[config.mk]
export PLATFORM = sky130hd
export DESIGN_NAME = flat_json_member_scanner_top
export DESIGN_NICKNAME = d
export VERILOG_FILES = /design/src/hw/rtl/fjms_pkg.sv /design/src/hw/rtl/flat_json_member_scanner_top.sv
export SDC_FILE = /design/constraint.sdc
export NUM_CORES = 2
export LEC_CHECK = 0
export BUFFER_PORTS_ARGS = -buffer_cell sky130_fd_sc_hd__buf_4
export CORE_MARGIN = 5
export CORE_UTILIZATION = 40
export CTS_CLUSTER_DIAMETER = 150
export CTS_CLUSTER_SIZE = 25
export DETAILED_ROUTE_END_ITERATION = 8
export HOLD_SLACK_MARGIN = 0.06
export PLACE_DENSITY = 0.62
export SKIP_LAST_GASP = 1
export SYNTH_ARGS = -nofsm -noshare
export SYNTH_HDL_FRONTEND = slang
export SYNTH_SLANG_ARGS = --single-unit
export TNS_END_PERCENT = 20
[constraint.sdc]
create_clock -name clock -period 12.1 [get_ports clock]
set_input_delay 3.63 -clock clock [delete_from_list [all_inputs] [get_ports clock]]
set_output_delay 3.63 -clock clock [all_outputs]
set_load 0.01 [all_outputs]
[src/hw/rtl/fjms_pkg.sv]
// Shared types and constants for the flat JSON member scanner.
package fjms_pkg;

   localparam int MAX_BUFFER  = 4096;
   localparam int NEST_LIMIT  = 255;
   localparam int MANT_BITS   = 48;
   localparam int MAG_W       = MANT_BITS - 1;
   localparam int OFF_W       = $clog2(MAX_BUFFER);
   localparam int POS_W       = OFF_W + 1;
   localparam int FIFO_DEPTH  = 4;
   localparam int FIFO_AW     = $clog2(FIFO_DEPTH);
   localparam int REQ_DATA_W  = 8;
   localparam int RSP_DATA_W  = 120;

   // Parser phase, one-hot.
   typedef enum logic [7:0] {
      PH_IDLE       = 8'b0000_0001,
      PH_NAME       = 8'b0000_0010,
      PH_AFTERNAME  = 8'b0000_0100,
      PH_PREVALUE   = 8'b0000_1000,
      PH_VALUE      = 8'b0001_0000,
      PH_AFTERVALUE = 8'b0010_0000,
      PH_AGAIN      = 8'b0100_0000,
      PH_DONE       = 8'b1000_0000
   } phase_type;

   localparam logic [1:0] VT_OBJECT = 2'd0;
   localparam logic [1:0] VT_ARRAY  = 2'd1;
   localparam logic [1:0] VT_STRING = 2'd2;
   localparam logic [1:0] VT_NUMBER = 2'd3;

   localparam logic [2:0] ERR_NONE      = 3'd0;
   localparam logic [2:0] ERR_NAME      = 3'd1;
   localparam logic [2:0] ERR_SYNTAX    = 3'd2;
   localparam logic [2:0] ERR_ENTRIES   = 3'd3;
   localparam logic [2:0] ERR_NUL       = 3'd4;
   localparam logic [2:0] ERR_TOO_LONG  = 3'd5;

   localparam logic RK_ENTRY   = 1'b0;
   localparam logic RK_SUMMARY = 1'b1;

   localparam logic [7:0] CH_NUL    = 8'h00;
   localparam logic [7:0] CH_TAB    = 8'h09;
   localparam logic [7:0] CH_LF     = 8'h0A;
   localparam logic [7:0] CH_CR     = 8'h0D;
   localparam logic [7:0] CH_SPACE  = 8'h20;
   localparam logic [7:0] CH_QUOTE  = 8'h22;
   localparam logic [7:0] CH_COMMA  = 8'h2C;
   localparam logic [7:0] CH_MINUS  = 8'h2D;
   localparam logic [7:0] CH_POINT  = 8'h2E;
   localparam logic [7:0] CH_ZERO   = 8'h30;
   localparam logic [7:0] CH_NINE   = 8'h39;
   localparam logic [7:0] CH_COLON  = 8'h3A;
   localparam logic [7:0] CH_LBRACK = 8'h5B;
   localparam logic [7:0] CH_BSLASH = 8'h5C;
   localparam logic [7:0] CH_RBRACK = 8'h5D;
   localparam logic [7:0] CH_LBRACE = 8'h7B;
   localparam logic [7:0] CH_RBRACE = 8'h7D;

   // Response data word; first member is the most significant.
   typedef struct packed {
      logic [4:0]           pad;
      logic [2:0]           error_code;
      logic                 number_overflow;
      logic [4:0]           fraction_digits;
      logic [MANT_BITS-1:0] number_mantissa;
      logic [OFF_W-1:0]     value_len;
      logic [OFF_W-1:0]     value_start;
      logic [1:0]           value_type;
      logic [OFF_W-1:0]     name_len;
      logic [OFF_W-1:0]     name_start;
      logic [7:0]           entry_number;
   } rsp_data_type;

   typedef struct packed {
      logic         result_kind;
      rsp_data_type data;
      logic         last_of_run;
   } result_type;

endpackage

[src/hw/rtl/flat_json_member_scanner_top.sv]
// Flat JSON member scanner: one-byte-per-cycle parser with a small result queue.
// A result is written into the result queue at the clock edge that accepts the request that causes it.
// Throughput: one request per cycle; a request yields at most two results (member, summary).
// The request side stalls only while the four-entry result queue lacks room for two results.
// Reset clears the parser state and queue and loads max_entries with 16; no clearing pass.
module flat_json_member_scanner_top
   import fjms_pkg::*;
(
   input  logic                  clock,
   input  logic                  reset,
   // request channel
   input  logic                  req_tvalid,
   output logic                  req_tready,
   input  logic [REQ_DATA_W-1:0] req_tdata,   // [7:0] char_byte
   input  logic                  req_tlast,   // buffer_end
   // result channel
   output logic                  rsp_tvalid,
   input  logic                  rsp_tready,
   // [7:0] entry_number, [19:8] name_start, [31:20] name_len, [33:32] value_type,
   // [45:34] value_start, [57:46] value_len, [105:58] number_mantissa,
   // [110:106] fraction_digits, [111] number_overflow, [114:112] error_code,
   // [119:115] zero
   output logic [RSP_DATA_W-1:0] rsp_tdata,
   output logic                  rsp_tuser,   // result_kind
   output logic                  rsp_tlast,   // last_of_run
   // configuration
   input  logic                  csr_wr_en,
   input  logic [7:0]            csr_wr_data  // max_entries
);

   // ---------------------------------------------------------------------------------------
   // Parser state
   // ---------------------------------------------------------------------------------------
   phase_type        phase_ff,    phase_in;
   logic [1:0]       kind_ff,     kind_in;
   logic [7:0]       index_ff,    index_in;
   logic [POS_W-1:0] pos_ff,      pos_in;
   logic [OFF_W-1:0] name_off_ff, name_off_in;
   logic [OFF_W-1:0] name_len_ff, name_len_in;
   logic [OFF_W-1:0] val_off_ff,  val_off_in;
   logic [OFF_W-1:0] val_len_ff,  val_len_in;
   logic [7:0]       depth_ff,    depth_in;
   logic             esc_ff,      esc_in;
   logic             neg_ff,      neg_in;
   logic [MAG_W-1:0] mant_ff,     mant_in;
   logic [4:0]       frac_ff,     frac_in;
   logic             point_ff,    point_in;
   logic             sat_ff,      sat_in;
   logic [2:0]       err_ff,      err_in;
   logic [7:0]       limit_ff;

   // result queue
   result_type           fifo_ff [FIFO_DEPTH];
   logic [FIFO_AW-1:0]   wr_ptr_ff, wr_ptr_in;
   logic [FIFO_AW-1:0]   rd_ptr_ff, rd_ptr_in;
   logic [FIFO_AW:0]     count_ff,  count_in;

   logic       req_acc;
   logic       rsp_acc;
   logic       emit;
   result_type entry_res;
   result_type summary_res;
   result_type slot0;
   logic [1:0] push_cnt;

   assign req_acc = req_tvalid && req_tready;
   assign rsp_acc = rsp_tvalid && rsp_tready;

   // Accept only while two free slots are guaranteed.
   assign req_tready = (count_ff < (FIFO_AW+1)'(FIFO_DEPTH - 1));
   assign rsp_tvalid = (count_ff != '0);
   assign rsp_tdata  = fifo_ff[rd_ptr_ff].data;
   assign rsp_tuser  = fifo_ff[rd_ptr_ff].result_kind;
   assign rsp_tlast  = fifo_ff[rd_ptr_ff].last_of_run;

   // ---------------------------------------------------------------------------------------
   // One-byte scan step
   // ---------------------------------------------------------------------------------------
   always_comb begin
      logic [7:0]       c;
      logic             is_sp;
      logic             is_digit;
      logic [OFF_W-1:0] pos_lo;
      logic [3:0]       digit;
      logic [MAG_W+3:0] mac;
      logic [7:0]       open_ch;
      logic [7:0]       close_ch;
      logic [8:0]       idx_next;

      c        = req_tdata[7:0];
      is_sp    = (c inside {CH_SPACE, CH_TAB, CH_CR, CH_LF});
      is_digit = (c inside {[CH_ZERO:CH_NINE]});
      pos_lo   = pos_ff[OFF_W-1:0];
      digit    = 4'(c - CH_ZERO);
      mac      = ({4'b0, mant_ff} << 3) + ({4'b0, mant_ff} << 1) + (MAG_W+4)'(digit);
      open_ch  = (kind_ff == VT_OBJECT) ? CH_LBRACE : CH_LBRACK;
      close_ch = (kind_ff == VT_OBJECT) ? CH_RBRACE : CH_RBRACK;
      idx_next = {1'b0, index_ff} + 9'd1;

      phase_in    = phase_ff;
      kind_in     = kind_ff;
      index_in    = index_ff;
      name_off_in = name_off_ff;
      name_len_in = name_len_ff;
      val_off_in  = val_off_ff;
      val_len_in  = val_len_ff;
      depth_in    = depth_ff;
      esc_in      = esc_ff;
      neg_in      = neg_ff;
      mant_in     = mant_ff;
      frac_in     = frac_ff;
      point_in    = point_ff;
      sat_in      = sat_ff;
      err_in      = err_ff;
      emit        = 1'b0;

      // Offset saturates at the buffer size.
      pos_in = (pos_ff < POS_W'(MAX_BUFFER)) ? pos_ff + POS_W'(1) : pos_ff;

      if (phase_ff != PH_DONE) begin
         if (pos_ff >= POS_W'(MAX_BUFFER)) begin
            err_in   = ERR_TOO_LONG;
            phase_in = PH_DONE;
         end else if (c == CH_NUL) begin
            err_in   = ERR_NUL;
            phase_in = PH_DONE;
         end else if (limit_ff == 8'd0) begin
            err_in   = ERR_ENTRIES;
            phase_in = PH_DONE;
         end else begin
            case (phase_ff)
               PH_IDLE, PH_AGAIN: begin
                  // Skip blanks, and any brace before the first name.
                  if (is_sp || (phase_ff == PH_IDLE && c == CH_LBRACE)) begin
                     phase_in = phase_ff;
                  end else if (c == CH_QUOTE) begin
                     phase_in    = PH_NAME;
                     name_off_in = pos_lo + OFF_W'(1);
                     name_len_in = '0;
                  end else begin
                     err_in   = ERR_NAME;
                     phase_in = PH_DONE;
                  end
               end
               PH_NAME: begin
                  if (c == CH_QUOTE) begin
                     phase_in = PH_AFTERNAME;
                  end else begin
                     name_len_in = name_len_ff + OFF_W'(1);
                  end
               end
               PH_AFTERNAME: begin
                  if (c == CH_COLON) begin
                     phase_in = PH_PREVALUE;
                  end else if (!is_sp) begin
                     err_in   = ERR_SYNTAX;
                     phase_in = PH_DONE;
                  end
               end
               PH_PREVALUE: begin
                  if (!is_sp) begin
                     // Open a value: clear the per-value state.
                     val_len_in = '0;
                     val_off_in = pos_lo + OFF_W'(1);
                     depth_in   = '0;
                     esc_in     = 1'b0;
                     neg_in     = 1'b0;
                     mant_in    = '0;
                     frac_in    = '0;
                     point_in   = 1'b0;
                     sat_in     = 1'b0;
                     phase_in   = PH_VALUE;
                     if (c == CH_QUOTE) begin
                        kind_in = VT_STRING;
                     end else if (c == CH_LBRACE) begin
                        kind_in = VT_OBJECT;
                     end else if (c == CH_LBRACK) begin
                        kind_in = VT_ARRAY;
                     end else if (c == CH_MINUS || is_digit) begin
                        kind_in    = VT_NUMBER;
                        val_off_in = pos_lo;
                        val_len_in = OFF_W'(1);
                        neg_in     = (c == CH_MINUS);
                        mant_in    = (c == CH_MINUS) ? '0 : MAG_W'(digit);
                     end else begin
                        err_in   = ERR_SYNTAX;
                        phase_in = PH_DONE;
                     end
                  end
               end
               PH_VALUE: begin
                  case (kind_ff)
                     VT_STRING: begin
                        if (esc_ff) begin
                           esc_in     = 1'b0;
                           val_len_in = val_len_ff + OFF_W'(1);
                        end else if (c == CH_QUOTE) begin
                           emit     = 1'b1;
                           phase_in = PH_AFTERVALUE;
                        end else begin
                           esc_in     = (c == CH_BSLASH);
                           val_len_in = val_len_ff + OFF_W'(1);
                        end
                     end
                     VT_OBJECT, VT_ARRAY: begin
                        // Count only brackets of the value's own kind.
                        if (c == close_ch) begin
                           if (depth_ff != 8'd0) begin
                              depth_in   = depth_ff - 8'd1;
                              val_len_in = val_len_ff + OFF_W'(1);
                           end else begin
                              emit     = 1'b1;
                              phase_in = PH_AFTERVALUE;
                           end
                        end else begin
                           if (c == open_ch && depth_ff != 8'(NEST_LIMIT)) begin
                              depth_in = depth_ff + 8'd1;
                           end
                           val_len_in = val_len_ff + OFF_W'(1);
                        end
                     end
                     default: begin
                        if (is_digit) begin
                           // Times ten plus digit; saturate past the magnitude limit.
                           if (mac[MAG_W+3:MAG_W] != 4'd0) begin
                              mant_in = '1;
                              sat_in  = 1'b1;
                           end else begin
                              mant_in = mac[MAG_W-1:0];
                           end
                           if (point_ff) begin
                              if (frac_ff == 5'd31) begin
                                 sat_in = 1'b1;
                              end else begin
                                 frac_in = frac_ff + 5'd1;
                              end
                           end
                           val_len_in = val_len_ff + OFF_W'(1);
                        end else if (c == CH_POINT) begin
                           if (point_ff) begin
                              err_in   = ERR_SYNTAX;
                              phase_in = PH_DONE;
                           end else begin
                              point_in   = 1'b1;
                              val_len_in = val_len_ff + OFF_W'(1);
                           end
                        end else if (is_sp) begin
                           emit     = 1'b1;
                           phase_in = PH_AFTERVALUE;
                        end else if (c == CH_RBRACE) begin
                           emit     = 1'b1;
                           phase_in = PH_DONE;
                        end else if (c == CH_COMMA) begin
                           emit = 1'b1;
                           if (idx_next >= {1'b0, limit_ff}) begin
                              err_in   = ERR_ENTRIES;
                              phase_in = PH_DONE;
                           end else begin
                              phase_in = PH_AGAIN;
                           end
                        end else begin
                           err_in   = ERR_SYNTAX;
                           phase_in = PH_DONE;
                        end
                     end
                  endcase
               end
               PH_AFTERVALUE: begin
                  if (c == CH_RBRACE) begin
                     phase_in = PH_DONE;
                  end else if (c == CH_COMMA) begin
                     if (index_ff >= limit_ff) begin
                        err_in   = ERR_ENTRIES;
                        phase_in = PH_DONE;
                     end else begin
                        phase_in = PH_AGAIN;
                     end
                  end else if (!is_sp) begin
                     err_in   = ERR_SYNTAX;
                     phase_in = PH_DONE;
                  end
               end
               default: begin
                  phase_in = phase_ff;
               end
            endcase
         end
      end

      if (emit) begin
         index_in = index_ff + 8'd1;
      end

      // Member entry, built from the state before this byte.
      entry_res                        = '0;
      entry_res.result_kind            = RK_ENTRY;
      entry_res.data.entry_number      = index_ff;
      entry_res.data.name_start        = name_off_ff;
      entry_res.data.name_len          = name_len_ff;
      entry_res.data.value_type        = kind_ff;
      entry_res.data.value_start       = val_off_ff;
      entry_res.data.value_len         = val_len_ff;
      entry_res.data.error_code        = ERR_NONE;
      entry_res.last_of_run            = !req_tlast;
      if (kind_ff == VT_NUMBER) begin
         entry_res.data.number_mantissa = neg_ff ? -{1'b0, mant_ff} : {1'b0, mant_ff};
         entry_res.data.fraction_digits = frac_ff;
         entry_res.data.number_overflow = sat_ff;
      end

      // End-of-buffer summary, built from the state after this byte.
      summary_res                   = '0;
      summary_res.result_kind       = RK_SUMMARY;
      summary_res.data.entry_number = index_in;
      summary_res.data.error_code   = err_in;
      summary_res.last_of_run       = 1'b1;

      slot0    = emit ? entry_res : summary_res;
      push_cnt = {1'b0, emit} + {1'b0, req_tlast};
   end

   // ---------------------------------------------------------------------------------------
   // Queue pointers
   // ---------------------------------------------------------------------------------------
   always_comb begin
      wr_ptr_in = wr_ptr_ff;
      rd_ptr_in = rd_ptr_ff;
      count_in  = count_ff;
      if (req_acc) begin
         wr_ptr_in = wr_ptr_ff + FIFO_AW'(push_cnt);
         count_in  = count_ff + (FIFO_AW+1)'(push_cnt);
      end
      if (rsp_acc) begin
         rd_ptr_in = rd_ptr_ff + FIFO_AW'(1);
         count_in  = count_in - (FIFO_AW+1)'(1);
      end
   end

   always_ff @(posedge clock) begin
      if (reset) begin
         wr_ptr_ff <= '0;
         rd_ptr_ff <= '0;
         count_ff  <= '0;
      end else begin
         wr_ptr_ff <= wr_ptr_in;
         rd_ptr_ff <= rd_ptr_in;
         count_ff  <= count_in;
      end
   end

   // Queue payload: write the first result at the write pointer, the summary behind it.
   always_ff @(posedge clock) begin
      if (req_acc && push_cnt != 2'd0) begin
         fifo_ff[wr_ptr_ff] <= slot0;
         if (push_cnt == 2'd2) begin
            fifo_ff[wr_ptr_ff + FIFO_AW'(1)] <= summary_res;
         end
      end
   end

   // ---------------------------------------------------------------------------------------
   // Configuration register
   // ---------------------------------------------------------------------------------------
   always_ff @(posedge clock) begin
      if (reset) begin
         limit_ff <= 8'd16;
      end else if (csr_wr_en) begin
         limit_ff <= csr_wr_data;
      end
   end

   // ---------------------------------------------------------------------------------------
   // Parser state update; the last byte of a buffer restarts the parser.
   // ---------------------------------------------------------------------------------------
   always_ff @(posedge clock) begin
      if (reset || (req_acc && req_tlast)) begin
         phase_ff    <= PH_IDLE;
         kind_ff     <= '0;
         index_ff    <= '0;
         pos_ff      <= '0;
         name_off_ff <= '0;
         name_len_ff <= '0;
         val_off_ff  <= '0;
         val_len_ff  <= '0;
         depth_ff    <= '0;
         esc_ff      <= 1'b0;
         neg_ff      <= 1'b0;
         mant_ff     <= '0;
         frac_ff     <= '0;
         point_ff    <= 1'b0;
         sat_ff      <= 1'b0;
         err_ff      <= ERR_NONE;
      end else if (req_acc) begin
         phase_ff    <= phase_in;
         kind_ff     <= kind_in;
         index_ff    <= index_in;
         pos_ff      <= pos_in;
         name_off_ff <= name_off_in;
         name_len_ff <= name_len_in;
         val_off_ff  <= val_off_in;
         val_len_ff  <= val_len_in;
         depth_ff    <= depth_in;
         esc_ff      <= esc_in;
         neg_ff      <= neg_in;
         mant_ff     <= mant_in;
         frac_ff     <= frac_in;
         point_ff    <= point_in;
         sat_ff      <= sat_in;
         err_ff      <= err_in;
      end
   end

`ifndef SYNTHESIS
   a_count_bound: assert property (@(posedge clock) disable iff (reset)
      count_ff <= (FIFO_AW+1)'(FIFO_DEPTH))
      else $error("result queue overfilled");

   a_summary_last: assert property (@(posedge clock) disable iff (reset)
      rsp_tvalid && (rsp_tuser == RK_SUMMARY) |-> rsp_tlast)
      else $error("summary not marked last");

   a_entry_no_error: assert property (@(posedge clock) disable iff (reset)
      rsp_tvalid && (rsp_tuser == RK_ENTRY) |-> (rsp_tdata[114:112] == ERR_NONE))
      else $error("member entry carries an error code");

   a_restart: assert property (@(posedge clock) disable iff (reset)
      req_acc && req_tlast |=> (phase_ff == PH_IDLE) && (pos_ff == '0) && (index_ff == '0))
      else $error("parser did not restart after buffer end");
`endif

endmodule

==> impl_metrics.yaml <==
yosys:
  async_flop_share_pct: 0
  synth_cell_type_count: 81
  syn_inst: 3130
  synth_seq_area_share_pct: 42.6
  synth-edff-count: 44
  syn_area_per_cell_um2: 9.80
  synthFlopType: "dfxtp_1"
  syn_area_um2: 30700
  yosysWarnings: 0
  synth_seq_cells: 631
clock_network:
  clock_latency_ps: 630
  cts_root_buf: "clkbuf_16"
  tritoncts: "yes"
  ctsResizeCount: 0
  cts_buffers: 29
  path_clk_slew_ps: 100
  cts_hold_buffers: 0
  post_cts_buffers: 0
  cts_buffer_depth: 3
  clock_sinks: 631
  htree_levels: 1
floorplanning:
  core_area_um2: 75900
  rows: 101
  dieArea_um2: 82300
  die_w_um: 287
  io_pins: 146
  fp.dieH_um: 287
  initial_utilization_pct: 40.4
timing:
  worst_slew_pin_slew_ps: 1140
  final_hold_viol_count: 0
  setup_viol: 0
  min_period_over_period_pct: 74.5
  rsz0062_at_grt: "false"
  relSlewSlack_pct: 23.7
  finClkSkew_ps: 39.6
  maxSlewViolCount: 0
  fin_ws_ps: 3090
  max_freq_mhz: 111
  tns_ps: 0
  min_period_ps: 9010
placement:
  pre_cts_ws_ps: 2510
  gp_congestion: 0.929
  port_buffers: 140
  dpl.hpwl_um: 59500
  placed_area_um2: 32500
critical_path:
  setup.worst_path.start: "req_tdata[3]"
  path_cells: "buf_4 -> or3b_2 -> a211oi_1 -> o21a_1 -> o21ai_0 -> a2111oi_2 -> buf_4 -> inv_1 -> ha_1 -> nor2_1 -> nand3_1 -> nor2_4 -> buf_4 -> a22o_1"
  critPathKind: "in -> reg"
  cp.required_ps: 12670
  endpoint_kind: "flip-flop"
  cp.arrival_ps: 9580
  r2r_start: "kind_ff[0]"
  cp_max_fo: 34
  critPathMostFrequentCell: "buf_4"
  slowest_delay_ps: 1140
  cpMaxStageDelayCell: "nor2_4"
  cp-start-kind: "input port"
pwr:
  internal_power_mw: 2.82
  pwr-share-comb_pct: 15.4
  peakVddDrop_mv: 0.0790
  total_power_mw: 3.94
  clkPwrFrac_pct: 28.5
  p_leak_nw: 12.7
  seqPwrFrac_pct: 56.1
  netSwitchingFraction_pct: 28.3
  power_switching_mw: 1.11
  power.density_nw_per_um2: 118
worst_hold_path:
  hp-class: "reg -> reg"
  min_from: "fifo_ff[2][87]"
route:
  ant_nets: 0
  drc: 0
  drt_wl_total_um: 88300
  drt_iter0_drc: 2168
  viasPerCell: 5.84
  wl_per_cell_um: 21.3
  num_vias: 24200
  dr.pass1.iters: 6
global_routing:
  use_met3_pct: 3.03
  use_met1_pct: 31.0
  first_global_vias: 23100
  grt.met2_usage_pct: 32.0
  grt_pass1_wl_um: 137000
  overflow: 0
  antenna_found_initial: 1
  grt_util_all_layers_pct: 20.6
  top_usage_layer: "met2"
  grt_max_degree: 74
cells_and_area:
  final_core_util_pct: 43.9
  nets: 3263
  mostFrequentLayoutCells: "585 x dfxtp_1, 313 x nand2_1, 306 x a22o_1"
  final_common_cell: "dfxtp_1"
  syn2layout_area_growth_pct: 8.66
  drive_gt1_share_pct: 11.9
  final_area_um2: 33300
  fill_cells: 7306
  antennaDiodeCount: 0
outcome:
  status: "complete, no violations"
run:
  maxCapViolations: 0
## power groups by stage
| stage | combinational, mW | clock, mW | sequential, mW |
|---|---|---|---|
| final | 0.606 | 1.12 | 2.21 |
| after global placement | 0.608 | 0 | 2.26 |
| after CTS | 0.611 | 1.15 | 2.21 |
| after detailed placement | 0.610 | 0 | 2.26 |
| after global routing | 0.652 | 1.23 | 2.22 |
| after floorplan | 0.460 | 0 | 2.20 |
## final cells by class
| type | count | area, um^2 | share of cell area, % |
|---|---|---|---|
| Inverter | 42 | 158 | 0.473 |
| Clock buffer | 37 | 756 | 2.27 |
| Clock inverter | 3 | 33.8 | 0.101 |
| Tap cell | 1030 | 1290 | 3.87 |
| Multi-Input combinational cell | 2224 | 16700 | 50.0 |
| Sequential cell | 631 | 13100 | 39.2 |
| Timing Repair Buffer | 178 | 1340 | 4.01 |
## routing by layer
metal | vias to the layer above | share of wire (%)
met5 | - | 0.015
met4 | 2 | 1.4
met3 | 76 | 7.0
met2 | 705 | 44
met1 | 11800 | 48
li1 | 11600 | -
## worst max-delay path, delay by kind of cell
family / cells / cell delay [ps]
simple gates: 4 / 2590
fa+ha+maj: 1 / 350
buf+inv: 4 / 1250
compound gates: 5 / 1720
## registers in the layout (all words and copies together) (netlist names), named ones only
name and flops:
count_ff 3, depth_ff 8, err_ff 3, esc_ff 1, fifo_ff 468, frac_ff 5, index_ff 8, kind_ff 2
limit_ff 8, mant_ff 47, name_len_ff 12, name_off_ff 12, neg_ff 1, phase_ff 8, point_ff 1, pos_ff 13
rd_ptr_ff 2, sat_ff 1, val_len_ff 12, val_off_ff 12, wr_ptr_ff 2
## kinds of logic after synthesis
kind of cell	synth area share [%]
adder cells (fa/ha/maj)	5.60
multiplexers	9.21
other	0.0122
buffers and inverters	3.50
flip-flops	42.6
XOR/XNOR	4.60
AND/OR/NAND/NOR	12.5
AO/OA/AOI/OAI	21.9
## cells in the mapped netlist, types with 19 or more instances
cell      count  area share, %
nand4_1      30           0.61
a21oi_1     118            1.9
mux4_2      117            8.6
buf_1        27           0.33
o21ai_0     247            4.0
inv_1        42           0.51
xor2_1       96            2.7
dfxtp_1     587             38
nor2_1      228            2.8
a31oi_1      24           0.49
a22o_1      306            8.7
a211oi_1     45            1.1
nand3_1      70            1.1
clkbuf_1    198            2.4
a21o_1       29           0.71
mux2i_1      19           0.62
xnor2_1      65            1.9
or3_1        20           0.41
o31ai_1      40           0.98
a22oi_1      34           0.83
edfxtp_1     44            4.3
nand2_1     313            3.8
ha_1        131            5.3
nor3_1       23           0.38
and2_1       24           0.49
and3_1       22           0.45
## per-stage QoR
stage	cells	hold slack [ps]
after floorplan	3134	420
after global placement	4105	429
after detailed placement	4105	439
after CTS	4145	462
after global routing	4145	481
final	4145	456
## worst paths after layout
kind	endpoint	depth (start not counted)	slack (ps)
setup / recovery	fifo_ff[3][11]	14	3090
hold reg to reg	fifo_ff[2][87]	2	460
hold / removal	fifo_ff[2][87]	2	460
setup reg to reg	fifo_ff[3][11]	12	5910
Power figures use the tool's default switching activity.
